`src/hdl/tcam_pkg.sv`:
```
// shared types, constants and helpers for the touch calibration and mapping block
`default_nettype none

package tcam_pkg;

  // raw panel span and screen size
  localparam int RAW_MIN_X     = 200;
  localparam int RAW_MAX_X     = 3900;
  localparam int RAW_MIN_Y     = 200;
  localparam int RAW_MAX_Y     = 3900;
  localparam int SCREEN_WIDTH  = 320;
  localparam int SCREEN_HEIGHT = 480;
  localparam int SpanX         = RAW_MAX_X - RAW_MIN_X;
  localparam int SpanY         = RAW_MAX_Y - RAW_MIN_Y;

  localparam int PressLevel = 100;

  // field widths
  localparam int RawW     = 12;
  localparam int TgtW     = 9;
  localparam int ScrW     = 9;
  localparam int EvW      = 3;
  localparam int StepW    = 3;
  localparam int CfgAddrW = 3;
  localparam int InDataW  = 24;
  localparam int OutDataW = 24;

  // datapath widths
  localparam int CoefW   = 32;
  localparam int FracW   = 16;
  localparam int MaW     = 32;
  localparam int MbW     = 13;
  localparam int ProdW   = MaW + MbW;
  localparam int AccW    = 48;
  localparam int CrossW  = 25;
  localparam int DetW    = 27;
  localparam int NumW    = 36;
  localparam int DvdW    = NumW + FracW;
  localparam int CntW    = 6;

  // range mapping by reciprocal: screen size over raw span, scaled by 2^RngK, rounded up
  localparam int     RngK   = 24;
  localparam longint RecipX = (SpanX == 0) ? 64'd0 :
                              ((longint'(SCREEN_WIDTH) << RngK) + SpanX - 1) / SpanX;
  localparam longint RecipY = (SpanY == 0) ? 64'd0 :
                              ((longint'(SCREEN_HEIGHT) << RngK) + SpanY - 1) / SpanY;

  localparam logic [StepW-1:0] CalIdle = 3'd4;

  typedef enum logic [EvW-1:0] {
    EV_NONE     = 3'd0,
    EV_TOUCH    = 3'd1,
    EV_POINT    = 3'd2,
    EV_CAL_OK   = 3'd3,
    EV_CAL_FAIL = 3'd4
  } event_t;

  typedef enum logic [CfgAddrW-1:0] {
    CFG_TX0 = 3'd0,
    CFG_TX1 = 3'd1,
    CFG_TX2 = 3'd2,
    CFG_TY0 = 3'd3,
    CFG_TY1 = 3'd4,
    CFG_TY2 = 3'd5
  } cfg_idx_t;

  // sums of products evaluated by the shared multiply-accumulate
  typedef enum logic [3:0] {
    Q_C0  = 4'd0,
    Q_C1  = 4'd1,
    Q_C2  = 4'd2,
    Q_NAX = 4'd3,
    Q_NBX = 4'd4,
    Q_NCX = 4'd5,
    Q_NAY = 4'd6,
    Q_NBY = 4'd7,
    Q_NCY = 4'd8,
    Q_MX  = 4'd9,
    Q_MY  = 4'd10,
    Q_RX  = 4'd11,
    Q_RY  = 4'd12
  } qty_t;

  typedef enum logic [2:0] {
    S_IDLE   = 3'd0,
    S_DECODE = 3'd1,
    S_MUL    = 3'd2,
    S_ADD    = 3'd3,
    S_POST   = 3'd4,
    S_CHECK  = 3'd5,
    S_DIV    = 3'd6,
    S_EMIT   = 3'd7
  } state_t;

  typedef logic [1:0] term_t;

  typedef struct packed {
    logic             load_in;
    logic             store_pt;
    logic [1:0]       pt_idx;
    logic             mul;
    logic             acc_add;
    logic             acc_first;
    qty_t             qty;
    term_t            term;
    logic             store_c;
    logic             div_coef;
    logic             store_coef;
    logic             map_store;
    logic             range_store;
    logic             emit;
    event_t           ev;
    logic [StepW-1:0] points;
    logic             calibrated;
  } dp_cmd_t;

  typedef struct packed {
    logic mode;
    logic press;
    logic det_zero;
    logic div_done;
    logic out_free;
  } dp_sts_t;

  function automatic term_t last_term(qty_t q);
    term_t t;
    case (q)
      Q_C0, Q_C1, Q_C2: t = 2'd1;
      Q_RX, Q_RY:       t = 2'd0;
      default:          t = 2'd2;
    endcase
    return t;
  endfunction

  function automatic logic [2:0] coef_idx(qty_t q);
    logic [2:0] i;
    case (q)
      Q_NAX:   i = 3'd0;
      Q_NBX:   i = 3'd1;
      Q_NCX:   i = 3'd2;
      Q_NAY:   i = 3'd3;
      Q_NBY:   i = 3'd4;
      Q_NCY:   i = 3'd5;
      default: i = 3'd0;
    endcase
    return i;
  endfunction

  function automatic qty_t qty_next(qty_t q);
    qty_t n;
    case (q)
      Q_C0:    n = Q_C1;
      Q_C1:    n = Q_C2;
      Q_C2:    n = Q_NAX;
      Q_NAX:   n = Q_NBX;
      Q_NBX:   n = Q_NCX;
      Q_NCX:   n = Q_NAY;
      Q_NAY:   n = Q_NBY;
      Q_NBY:   n = Q_NCY;
      Q_MX:    n = Q_MY;
      Q_RX:    n = Q_RY;
      default: n = Q_C0;
    endcase
    return n;
  endfunction

endpackage

`default_nettype wire

```
`src/hdl/touch_calibrate_and_map.sv`:
```
// top level of the touch calibration and mapping block
`default_nettype none

// Takes one raw touch sample per transaction and returns exactly one result per
// transaction. Only a press edge (both raw values above 100 after a non-press)
// does work. A sample that is no press edge, or a begin-calibration command,
// goes from decode to the result register with no arithmetic. A calibrated
// touch runs six multiply-accumulate steps through one 32x13 multiplier. An
// uncalibrated touch maps each axis with one multiply by a constant reciprocal
// of the raw span. The fourth calibration press solves the coefficients with
// six divisions of a 52-bit dividend in the one-bit-per-cycle divider, or fails
// without dividing on a zero determinant. The input is ready again in the cycle
// the result appears, so a new sample is accepted while a finished result still
// waits on the output; the next result then waits until the output is free. The
// targets may be written only while no transaction is in flight.

module touch_calibrate_and_map (
  input  wire                                  clk,
  input  wire                                  rst_n,
  input  wire                                  cfg_we,
  input  wire  [tcam_pkg::CfgAddrW-1:0]        cfg_addr,
  input  wire  [tcam_pkg::TgtW-1:0]            cfg_wdata,
  input  wire                                  in_tvalid,
  output logic                                 in_tready,
  input  wire  [tcam_pkg::InDataW-1:0]         in_tdata,   // raw_x, raw_y
  input  wire                                  in_tuser,   // mode
  output logic                                 out_tvalid,
  input  wire                                  out_tready,
  output logic [tcam_pkg::OutDataW-1:0]        out_tdata,  // screen_x, screen_y, points_taken, calibrated
  output logic [tcam_pkg::EvW-1:0]             out_tuser   // event_res
);
  import tcam_pkg::*;

  dp_cmd_t cmd;
  dp_sts_t sts;

  tcam_ctrl u_ctrl (
    .clk       (clk),
    .rst_n     (rst_n),
    .in_tvalid (in_tvalid),
    .in_tready (in_tready),
    .sts       (sts),
    .cmd       (cmd)
  );

  tcam_dp u_dp (
    .clk        (clk),
    .rst_n      (rst_n),
    .cfg_we     (cfg_we),
    .cfg_addr   (cfg_addr),
    .cfg_wdata  (cfg_wdata),
    .in_tuser   (in_tuser),
    .in_tdata   (in_tdata),
    .out_tvalid (out_tvalid),
    .out_tready (out_tready),
    .out_tuser  (out_tuser),
    .out_tdata  (out_tdata),
    .cmd        (cmd),
    .sts        (sts)
  );

endmodule

`default_nettype wire

```
`src/hdl/tcam_ctrl.sv`:
```
// sequencer for press detection, calibration solve and touch mapping
`default_nettype none

module tcam_ctrl (
  input  wire               clk,
  input  wire               rst_n,
  input  wire               in_tvalid,
  output logic              in_tready,
  input  tcam_pkg::dp_sts_t sts,
  output tcam_pkg::dp_cmd_t cmd
);
  import tcam_pkg::*;

  state_t           state_r, state_nxt;
  logic             was_pressed_r, was_pressed_nxt;
  logic [StepW-1:0] cal_step_r, cal_step_nxt;
  logic             cal_valid_r, cal_valid_nxt;
  qty_t             qty_r, qty_nxt;
  term_t            term_r, term_nxt;
  event_t           ev_r, ev_nxt;

  always_ff @(posedge clk) begin
    if (!rst_n) begin
      state_r       <= S_IDLE;
      was_pressed_r <= 1'b0;
      cal_step_r    <= CalIdle;
      cal_valid_r   <= 1'b0;
      qty_r         <= Q_C0;
      term_r        <= '0;
      ev_r          <= EV_NONE;
    end else begin
      state_r       <= state_nxt;
      was_pressed_r <= was_pressed_nxt;
      cal_step_r    <= cal_step_nxt;
      cal_valid_r   <= cal_valid_nxt;
      qty_r         <= qty_nxt;
      term_r        <= term_nxt;
      ev_r          <= ev_nxt;
    end
  end

  always_comb begin
    state_nxt       = state_r;
    was_pressed_nxt = was_pressed_r;
    cal_step_nxt    = cal_step_r;
    cal_valid_nxt   = cal_valid_r;
    qty_nxt         = qty_r;
    term_nxt        = term_r;
    ev_nxt          = ev_r;
    in_tready       = 1'b0;
    cmd             = '0;
    cmd.qty         = qty_r;
    cmd.term        = term_r;
    cmd.ev          = ev_r;
    cmd.points      = cal_step_r;
    cmd.calibrated  = cal_valid_r;
    cmd.pt_idx      = cal_step_r[1:0];
    case (state_r)
      S_IDLE: begin
        in_tready = 1'b1;
        if (in_tvalid) begin
          cmd.load_in = 1'b1;
          state_nxt   = S_DECODE;
        end
      end
      S_DECODE: begin
        ev_nxt    = EV_NONE;
        state_nxt = S_EMIT;
        term_nxt  = '0;
        if (sts.mode) begin
          cal_step_nxt = '0;
        end else if (!sts.press) begin
          was_pressed_nxt = 1'b0;
        end else if (!was_pressed_r) begin
          was_pressed_nxt = 1'b1;
          if (cal_step_r < CalIdle) begin
            cmd.store_pt = (cal_step_r < 3'd3);
            cal_step_nxt = cal_step_r + 3'd1;
            if (cal_step_r == 3'd3) begin
              qty_nxt   = Q_C0;
              state_nxt = S_MUL;
            end else begin
              ev_nxt = EV_POINT;
            end
          end else begin
            qty_nxt   = cal_valid_r ? Q_MX : Q_RX;
            state_nxt = S_MUL;
          end
        end
      end
      S_MUL: begin
        cmd.mul   = 1'b1;
        state_nxt = S_ADD;
      end
      S_ADD: begin
        cmd.acc_add   = 1'b1;
        cmd.acc_first = (term_r == 2'd0);
        if (term_r == last_term(qty_r)) begin
          state_nxt = S_POST;
        end else begin
          term_nxt  = term_r + 2'd1;
          state_nxt = S_MUL;
        end
      end
      S_POST: begin
        term_nxt = '0;
        case (qty_r)
          Q_C0, Q_C1: begin
            cmd.store_c = 1'b1;
            qty_nxt     = qty_next(qty_r);
            state_nxt   = S_MUL;
          end
          Q_C2: begin
            cmd.store_c = 1'b1;
            state_nxt   = S_CHECK;
          end
          Q_MX: begin
            cmd.map_store = 1'b1;
            qty_nxt       = Q_MY;
            state_nxt     = S_MUL;
          end
          Q_MY: begin
            cmd.map_store = 1'b1;
            ev_nxt        = EV_TOUCH;
            state_nxt     = S_EMIT;
          end
          Q_RX: begin
            cmd.range_store = 1'b1;
            qty_nxt         = Q_RY;
            state_nxt       = S_MUL;
          end
          Q_RY: begin
            cmd.range_store = 1'b1;
            ev_nxt          = EV_TOUCH;
            state_nxt       = S_EMIT;
          end
          default: begin
            cmd.div_coef = 1'b1;
            state_nxt    = S_DIV;
          end
        endcase
      end
      S_CHECK: begin
        term_nxt = '0;
        if (sts.det_zero) begin
          ev_nxt    = EV_CAL_FAIL;
          state_nxt = S_EMIT;
        end else begin
          qty_nxt   = Q_NAX;
          state_nxt = S_MUL;
        end
      end
      S_DIV: begin
        term_nxt = '0;
        if (sts.div_done) begin
          case (qty_r)
            Q_NCY: begin
              cmd.store_coef = 1'b1;
              cal_valid_nxt  = 1'b1;
              ev_nxt         = EV_CAL_OK;
              state_nxt      = S_EMIT;
            end
            default: begin
              cmd.store_coef = 1'b1;
              qty_nxt        = qty_next(qty_r);
              state_nxt      = S_MUL;
            end
          endcase
        end
      end
      S_EMIT: begin
        if (sts.out_free) begin
          cmd.emit  = 1'b1;
          state_nxt = S_IDLE;
        end
      end
      default: state_nxt = S_IDLE;
    endcase
  end

endmodule

`default_nettype wire

```
`src/hdl/tcam_dp.sv`:
```
// datapath: targets, captured points, shared multiply-accumulate, serial divider, result register
`default_nettype none

module tcam_dp (
  input  wire                                 clk,
  input  wire                                 rst_n,
  input  wire                                 cfg_we,
  input  wire  [tcam_pkg::CfgAddrW-1:0]       cfg_addr,
  input  wire  [tcam_pkg::TgtW-1:0]           cfg_wdata,
  input  wire                                 in_tuser,
  input  wire  [tcam_pkg::InDataW-1:0]        in_tdata,
  output logic                                out_tvalid,
  input  wire                                 out_tready,
  output logic [tcam_pkg::EvW-1:0]            out_tuser,
  output logic [tcam_pkg::OutDataW-1:0]       out_tdata,
  input  tcam_pkg::dp_cmd_t                   cmd,
  output tcam_pkg::dp_sts_t                   sts
);
  import tcam_pkg::*;

  logic [TgtW-1:0] tgt_x_r [3];
  logic [TgtW-1:0] tgt_y_r [3];

  logic            mode_r;
  logic [RawW-1:0] rx_r, ry_r;
  logic [RawW-1:0] cal_x_r [3];
  logic [RawW-1:0] cal_y_r [3];

  logic signed [CrossW-1:0] c_r [3];
  logic signed [CoefW-1:0]  coef_r [6];
  logic signed [ProdW-1:0]  p_r;
  logic signed [AccW-1:0]   acc_r;

  logic [DvdW-1:0]   dvd_r;
  logic [DetW-1:0]   rem_r;
  logic [DetW-1:0]   dvs_r;
  logic [CntW-1:0]   cnt_r;
  logic              neg_r;

  logic [ScrW-1:0]   sx_r, sy_r;
  logic              out_valid_r;
  event_t            out_ev_r;
  logic [OutDataW-1:0] out_data_r;

  // configuration
  always_ff @(posedge clk) begin
    if (!rst_n) begin
      tgt_x_r[0] <= 9'd20;
      tgt_x_r[1] <= 9'd300;
      tgt_x_r[2] <= 9'd160;
      tgt_y_r[0] <= 9'd20;
      tgt_y_r[1] <= 9'd240;
      tgt_y_r[2] <= 9'd460;
    end else if (cfg_we) begin
      case (cfg_addr)
        CFG_TX0: tgt_x_r[0] <= cfg_wdata;
        CFG_TX1: tgt_x_r[1] <= cfg_wdata;
        CFG_TX2: tgt_x_r[2] <= cfg_wdata;
        CFG_TY0: tgt_y_r[0] <= cfg_wdata;
        CFG_TY1: tgt_y_r[1] <= cfg_wdata;
        CFG_TY2: tgt_y_r[2] <= cfg_wdata;
        default: ;
      endcase
    end
  end

  // input capture and calibration points
  always_ff @(posedge clk) begin
    if (cmd.load_in) begin
      mode_r <= in_tuser;
      rx_r   <= in_tdata[RawW-1:0];
      ry_r   <= in_tdata[2*RawW-1:RawW];
    end
    if (cmd.store_pt) begin
      cal_x_r[cmd.pt_idx] <= rx_r;
      cal_y_r[cmd.pt_idx] <= ry_r;
    end
  end

  // operand selection
  logic                    axis_y;
  logic [TgtW-1:0]         tsel [3];
  logic signed [MbW-1:0]   ys [3];
  logic signed [MbW-1:0]   ts [3];
  logic [MaW-1:0]          xm [3];
  logic [MaW-1:0]          tm [3];
  logic signed [MbW-1:0]   rx_s, ry_s;
  logic signed [MaW-1:0]   ma;
  logic signed [MbW-1:0]   mb;

  assign axis_y = (cmd.qty == Q_NAY) || (cmd.qty == Q_NBY) || (cmd.qty == Q_NCY);
  assign rx_s   = signed'({1'b0, rx_r});
  assign ry_s   = signed'({1'b0, ry_r});

  always_comb begin
    for (int k = 0; k < 3; k++) begin
      tsel[k] = axis_y ? tgt_y_r[k] : tgt_x_r[k];
      ys[k]   = signed'({1'b0, cal_y_r[k]});
      ts[k]   = signed'({{(MbW-TgtW){1'b0}}, tsel[k]});
      xm[k]   = {{(MaW-RawW){1'b0}}, cal_x_r[k]};
      tm[k]   = {{(MaW-TgtW){1'b0}}, tsel[k]};
    end
  end

  always_comb begin
    ma = '0;
    mb = '0;
    case (cmd.qty)
      Q_C0: begin
        if (cmd.term == 2'd0) begin ma = xm[1]; mb = ys[2]; end
        else begin ma = xm[2]; mb = -ys[1]; end
      end
      Q_C1: begin
        if (cmd.term == 2'd0) begin ma = xm[2]; mb = ys[0]; end
        else begin ma = xm[0]; mb = -ys[2]; end
      end
      Q_C2: begin
        if (cmd.term == 2'd0) begin ma = xm[0]; mb = ys[1]; end
        else begin ma = xm[1]; mb = -ys[0]; end
      end
      Q_NAX, Q_NAY: begin
        case (cmd.term)
          2'd0:    begin ma = tm[0]; mb = ys[1] - ys[2]; end
          2'd1:    begin ma = tm[1]; mb = ys[2] - ys[0]; end
          default: begin ma = tm[2]; mb = ys[0] - ys[1]; end
        endcase
      end
      Q_NBX, Q_NBY: begin
        case (cmd.term)
          2'd0:    begin ma = xm[0]; mb = ts[1] - ts[2]; end
          2'd1:    begin ma = xm[1]; mb = ts[2] - ts[0]; end
          default: begin ma = xm[2]; mb = ts[0] - ts[1]; end
        endcase
      end
      Q_NCX, Q_NCY: begin
        case (cmd.term)
          2'd0:    begin ma = {{(MaW-CrossW){c_r[0][CrossW-1]}}, c_r[0]}; mb = ts[0]; end
          2'd1:    begin ma = {{(MaW-CrossW){c_r[1][CrossW-1]}}, c_r[1]}; mb = ts[1]; end
          default: begin ma = {{(MaW-CrossW){c_r[2][CrossW-1]}}, c_r[2]}; mb = ts[2]; end
        endcase
      end
      Q_MX: begin
        case (cmd.term)
          2'd0:    begin ma = coef_r[0]; mb = rx_s; end
          2'd1:    begin ma = coef_r[1]; mb = ry_s; end
          default: begin ma = coef_r[2]; mb = MbW'(1); end
        endcase
      end
      Q_MY: begin
        case (cmd.term)
          2'd0:    begin ma = coef_r[3]; mb = rx_s; end
          2'd1:    begin ma = coef_r[4]; mb = ry_s; end
          default: begin ma = coef_r[5]; mb = MbW'(1); end
        endcase
      end
      Q_RX: begin ma = MaW'(RecipX); mb = rx_s - MbW'(RAW_MIN_X); end
      Q_RY: begin ma = MaW'(RecipY); mb = ry_s - MbW'(RAW_MIN_Y); end
      default: ;
    endcase
  end

  // multiply, then accumulate
  always_ff @(posedge clk) begin
    if (cmd.mul) p_r <= ma * mb;
    if (cmd.acc_add) begin
      acc_r <= (cmd.acc_first ? AccW'(0) : acc_r) + {{(AccW-ProdW){p_r[ProdW-1]}}, p_r};
    end
    if (cmd.store_c) c_r[cmd.qty[1:0]] <= acc_r[CrossW-1:0];
  end

  // determinant
  logic signed [DetW-1:0] det;
  logic [DetW-1:0]        det_mag;
  logic [AccW-1:0]        acc_mag;

  assign det     = DetW'(c_r[0]) + DetW'(c_r[1]) + DetW'(c_r[2]);
  assign det_mag = det[DetW-1] ? DetW'(-det) : det;
  assign acc_mag = acc_r[AccW-1] ? AccW'(-acc_r) : acc_r;

  // restoring divider, one quotient bit per cycle
  logic [DetW:0] rem_sh;
  logic          rem_ge;
  logic [DetW:0] rem_sub;

  assign rem_sh  = {rem_r, dvd_r[DvdW-1]};
  assign rem_ge  = rem_sh >= {1'b0, dvs_r};
  assign rem_sub = rem_sh - {1'b0, dvs_r};

  always_ff @(posedge clk) begin
    if (!rst_n) begin
      cnt_r <= '0;
    end else if (cmd.div_coef) begin
      cnt_r <= CntW'(DvdW);
    end else if (cnt_r != '0) begin
      cnt_r <= cnt_r - CntW'(1);
    end
  end

  always_ff @(posedge clk) begin
    if (cmd.div_coef) begin
      dvd_r <= {acc_mag[NumW-1:0], {FracW{1'b0}}};
      dvs_r <= det_mag;
      rem_r <= '0;
      neg_r <= acc_r[AccW-1] ^ det[DetW-1];
    end else if (cnt_r != '0) begin
      rem_r <= rem_ge ? rem_sub[DetW-1:0] : rem_sh[DetW-1:0];
      dvd_r <= {dvd_r[DvdW-2:0], rem_ge};
    end
  end

  // saturate quotient into a coefficient
  localparam logic [CoefW-1:0] CoefMax = {1'b0, {(CoefW-1){1'b1}}};
  localparam logic [CoefW-1:0] CoefMin = {1'b1, {(CoefW-1){1'b0}}};

  logic [CoefW-1:0] coef_val;

  always_comb begin
    if (!neg_r) begin
      coef_val = (dvd_r > {{(DvdW-CoefW){1'b0}}, CoefMax}) ? CoefMax : dvd_r[CoefW-1:0];
    end else begin
      coef_val = (dvd_r > {{(DvdW-CoefW){1'b0}}, CoefMin}) ? CoefMin : -dvd_r[CoefW-1:0];
    end
  end

  always_ff @(posedge clk) begin
    if (cmd.store_coef) coef_r[coef_idx(cmd.qty)] <= coef_val;
  end

  // screen position from the affine sum or the range reciprocal product
  localparam int TrW = AccW - FracW;
  localparam int RqW = AccW - RngK;

  logic            is_x;
  logic [TrW-1:0]  lim;
  logic [TrW-1:0]  trunc;
  logic            rnd;
  logic [ScrW-1:0] map_val;
  logic [ScrW-1:0] rng_val;
  logic            span_zero;

  assign is_x      = (cmd.qty == Q_MX) || (cmd.qty == Q_RX);
  assign lim       = is_x ? TrW'(SCREEN_WIDTH - 1) : TrW'(SCREEN_HEIGHT - 1);
  assign rnd       = acc_r[AccW-1] && (acc_r[FracW-1:0] != '0);
  assign trunc     = acc_r[AccW-1:FracW] + {{(TrW-1){1'b0}}, rnd};
  assign span_zero = is_x ? (SpanX == 0) : (SpanY == 0);

  always_comb begin
    if (trunc[TrW-1]) begin
      map_val = '0;
    end else if (trunc > lim) begin
      map_val = lim[ScrW-1:0];
    end else begin
      map_val = trunc[ScrW-1:0];
    end
    if (span_zero || acc_r[AccW-1]) begin
      rng_val = '0;
    end else if (acc_r[AccW-1:RngK] > lim[RqW-1:0]) begin
      rng_val = lim[ScrW-1:0];
    end else begin
      rng_val = acc_r[RngK+ScrW-1:RngK];
    end
  end

  always_ff @(posedge clk) begin
    if (cmd.map_store || cmd.range_store) begin
      if (is_x) sx_r <= cmd.map_store ? map_val : rng_val;
      else      sy_r <= cmd.map_store ? map_val : rng_val;
    end
  end

  // result register
  always_ff @(posedge clk) begin
    if (!rst_n) begin
      out_valid_r <= 1'b0;
    end else if (cmd.emit) begin
      out_valid_r <= 1'b1;
    end else if (out_tready) begin
      out_valid_r <= 1'b0;
    end
  end

  always_ff @(posedge clk) begin
    if (cmd.emit) begin
      out_ev_r   <= cmd.ev;
      out_data_r <= {{(OutDataW-2*ScrW-StepW-1){1'b0}}, cmd.calibrated, cmd.points,
                     (cmd.ev == EV_TOUCH) ? sy_r : {ScrW{1'b0}},
                     (cmd.ev == EV_TOUCH) ? sx_r : {ScrW{1'b0}}};
    end
  end

  assign out_tvalid = out_valid_r;
  assign out_tuser  = out_ev_r;
  assign out_tdata  = out_data_r;

  assign sts.mode     = mode_r;
  assign sts.press    = (rx_r > RawW'(PressLevel)) && (ry_r > RawW'(PressLevel));
  assign sts.det_zero = (det == '0);
  assign sts.div_done = (cnt_r == '0);
  assign sts.out_free = !out_valid_r || out_tready;

endmodule

`default_nettype wire

```
`config.mk`:
```
export PLATFORM = sky130hd
export DESIGN_NAME = touch_calibrate_and_map
export DESIGN_NICKNAME = d
export VERILOG_FILES = /design/src/hdl/tcam_pkg.sv /design/src/hdl/touch_calibrate_and_map.sv /design/src/hdl/tcam_ctrl.sv /design/src/hdl/tcam_dp.sv
export SDC_FILE = /design/constraint.sdc
export NUM_CORES = 2
export LEC_CHECK = 0
export ABC_AREA = 1
export BUFFER_PORTS_ARGS = -buffer_cell sky130_fd_sc_hd__buf_2
export CAP_MARGIN = 30
export CORE_MARGIN = 5
export CORE_UTILIZATION = 55
export CTS_BUF_LIST = sky130_fd_sc_hd__clkbuf_8 sky130_fd_sc_hd__clkbuf_16
export CTS_CLUSTER_SIZE = 20
export DETAILED_ROUTE_END_ITERATION = 8
export GPL_ROUTABILITY_DRIVEN = 0
export PLACE_DENSITY = 0.74
export SLEW_MARGIN = 20
export SYNTH_ARGS = -nofsm -noshare
export SYNTH_HDL_FRONTEND = slang
export SYNTH_HIERARCHICAL = 1
export SYNTH_SLANG_ARGS = --single-unit
```
`constraint.sdc`:
```
create_clock -name clk -period 8.9 [get_ports clk]
set_input_delay 0.89 -clock clk [delete_from_list [all_inputs] [get_ports clk]]
set_output_delay 0.89 -clock clk [all_outputs]
set_load 0.05 [all_outputs]
```
==> impl_metrics.json <==
{
  "clkTransAtPathRegs_ns": 0.07,
  "fin_tns_setup_ns": 0,
  "io_buffer_count": 68,
  "via_per_inst": 5.900,
  "cpPeakStageDelay_ns": 0.55,
  "fmax_ghz": 0.1172,
  "grt_usage": 0.3003,
  "fin_cells": 7988,
  "chipHeight_um": 327.5,
  "gr-total-overflow": 0,
  "antenna_found_initial": 3,
  "area_growth_pct": 9.500,
  "clock_latency_ns": 0.66,
  "fillCellCount": 8490,
  "ioPinCount": 71,
  "grtUsageMet1": 0.4009,
  "crit_required_ns": 9.28,
  "grt_pass1_vias": 45900,
  "drtIter0Drc": 5660,
  "multi_input_area_um2": 31020,
  "drt_pass1_iterations": 9,
  "nNetsFinal": 7361,
  "hold_depth": 1,
  "core_um2": 100100,
  "rrSetupSlack_ns": 0.37,
  "skew_ns": 0.04031,
  "ys_top_cells_by_area": "edfxtp_1, fa_1, nand2_1, inv_1, ha_1",
  "utilization": 0.6064,
  "root_buffer": "clkbuf_16",
  "ant_nets": 0,
  "cts_max_path_buffers": 3,
  "drv_cap": 0,
  "drive_gt1_frac": 0.08043,
  "yosys_warnings": 6,
  "hold_violations": 0,
  "ys_ff_latch": 689,
  "routed_wl_mm": 162.7,
  "yosys.cell_types.count": 78,
  "rows": 116,
  "cts_tree": "done",
  "grtUsageMet3": 0.05949,
  "die_w_um": 327.5,
  "min_path_type": "primary input to flop",
  "violations": "design-rule violations",
  "ys.flop_type": "edfxtp_1",
  "cp-end-kind": "flop",
  "synth_edf_count": 618,
  "async_flop_share": 0,
  "fin_crit_sh": 0.9584,
  "num_vias": 47130,
  "synth_area_per_cell_um2": 8.549,
  "grt_util_met2": 0.4756,
  "ff_latch_area_um2": 19980,
  "grt_start_max_net_pins": 59,
  "slew-limit-headroom": 0.3455,
  "cp_slowest_cell": "fa_1",
  "cts_hold_buf": 0,
  "crit_fanout": 19,
  "initial_utilization": 0.5538,
  "synth_area_um2": 55460,
  "yosys-top-cells-count": "nand2_1, inv_1, edfxtp_1",
  "critical_path_class": "flop to flop",
  "cts_made_buffers": 74,
  "maxSlewViolCount": 0,
  "synth.top_cell.area_share": 0.3346,
  "finalCriticalPeriod_ns": 8.530,
  "wl_per_cell_um": 20.37,
  "yosysTopAreaCell": "edfxtp_1",
  "r2r_cells": 35,
  "dieArea_um2": 107300,
  "cts_num_sinks": 689,
  "drc": 9,
  "setup_violations": 0,
  "start_kind": "flop",
  "cts_max_level": 3,
  "worst_slew_pin_slew_ns": 0.9714,
  "syn_inst": 6487,
  "dp_hpwl_mm": 127.5,
  "holdWs_ns": 0.4103,
  "status": "finished with violations",
  "synth_most_common_cell": "nand2_1",
  "ys_seq_area_frac": 0.3602,
  "crit_arrival_ns": 8.91,
  "dp_cells": 7849,
  "grt-busiest-layer": "met2",
  "cpMostUsedCell": "inv_1",
  "grt_pass1_wl_mm": 253.6
}
per-layer routing:
| metal | part of all wire | vias up |
|---|---|---|
| met5 | 0.00015 | - |
| met4 | 0.054 | 4 |
| met3 | 0.11 | 463 |
| met2 | 0.45 | 2655 |
| met1 | 0.39 | 22310 |
| li1 | - | 21700 |
stage by stage:
step	setup slack (ns)	instance area [um^2]
2_1_floorplan	0.6914	55460
3_3_place_gp	0.1566	58130
3_5_place_dp	-0.009690	58140
4_1_cts	0.08775	60550
5_1_grt	-0.01573	60730
6_report	0.3702	60730
placed cells by master, fill, tap and decap left out, types with 20 or more instances in the layout:
cell,Yosys,final
dfxtp_1,71,70
a31o_2,31,31
clkbuf_16,0,75
ha_1,282,282
o22ai_1,32,32
nand2_1,1522,1519
nand2_2,23,25
a21oi_1,326,321
nand3_1,327,326
nor4_1,32,31
xor2_1,170,170
fa_1,405,404
edfxtp_1,618,618
nor3_1,100,95
buf_2,36,68
inv_1,977,988
xnor2_1,69,69
o21ai_0,323,314
nand4_1,80,80
nor2_1,542,524
a31oi_1,55,55
a21o_1,20,20
buf_4,17,188
timing repair:
item	CTS	global route
gates cloned	0	0
resized for setup	2	39
pin swaps	0	3
setup buffers	0	3
setup endpoints to repair	1	26
path summary, 6_finish.rpt:
| path | start | endpoint |
|---|---|---|
| setup / recovery | u_ctrl/qty_r[2]$_SDFFE_PN0N_ | u_dp/p_r[42]$_DFFE_PP_ |
| hold / removal | in_tdata[7] | u_dp/rx_r[7]$_DFFE_PP_ |
| setup reg to reg | u_ctrl/qty_r[2]$_SDFFE_PN0N_ | u_dp/p_r[42]$_DFFE_PP_ |
| hold reg to reg | u_dp/cnt_r[0]$_SDFFE_PP0N_ | u_dp/cnt_r[0]$_SDFFE_PP0N_ |
critical path: cells and delay by family, from the launching register on:
family          cells  cell delay (ns)
xor+xnor            1             0.15
flops               1             0.33
fa+ha+maj           7             3.41
buf+inv             9             1.07
simple gates       14             2.27
compound gates      4             1.02
sequential cells by signal (all words and copies together) (netlist names), 4 cells and up, named ones only:
signal	flops
u_dp/coef_r	192
u_dp/out_tdata	22
u_ctrl/qty_r	4
u_dp/ry_r	12
u_dp/acc_r	48
u_dp/dvs_r	27
u_dp/rem_r	27
u_dp/cal_x_r	36
u_dp/sx_r	9
u_dp/p_r	45
u_dp/tgt_y_r	27
u_dp/cnt_r	6
u_dp/sy_r	9
u_dp/c_r	75
u_dp/tgt_x_r	27
u_dp/dvd_r	52
u_dp/cal_y_r	36
u_dp/rx_r	12
cells by family after synthesis:
| group | Yosys count | synth area share |
|---|---|---|
| and+or+nand+nor | 2694 | 0.2040 |
| buffers and inverters | 1198 | 0.08444 |
| AOI/OAI and AO/OA | 979 | 0.1037 |
| DFF | 689 | 0.3602 |
| adders and majority gates | 687 | 0.2098 |
| xor gates and xnor gates | 239 | 0.03774 |
| other | 1 | 0.00006762 |
cell type report:
cell class / count / area share
Antenna cell: 1 / 0.00004121
Clock buffer: 77 / 0.03136
Clock inverter: 56 / 0.008406
Inverter: 998 / 0.06171
Multi-Input combinational cell: 4601 / 0.5108
Sequential cell: 689 / 0.3291
Tap cell: 1298 / 0.02674
Timing Repair Buffer: 268 / 0.03191
Power is not shown: default switching activity piles up to over one toggle a cycle in this logic, so the estimate is an artifact.
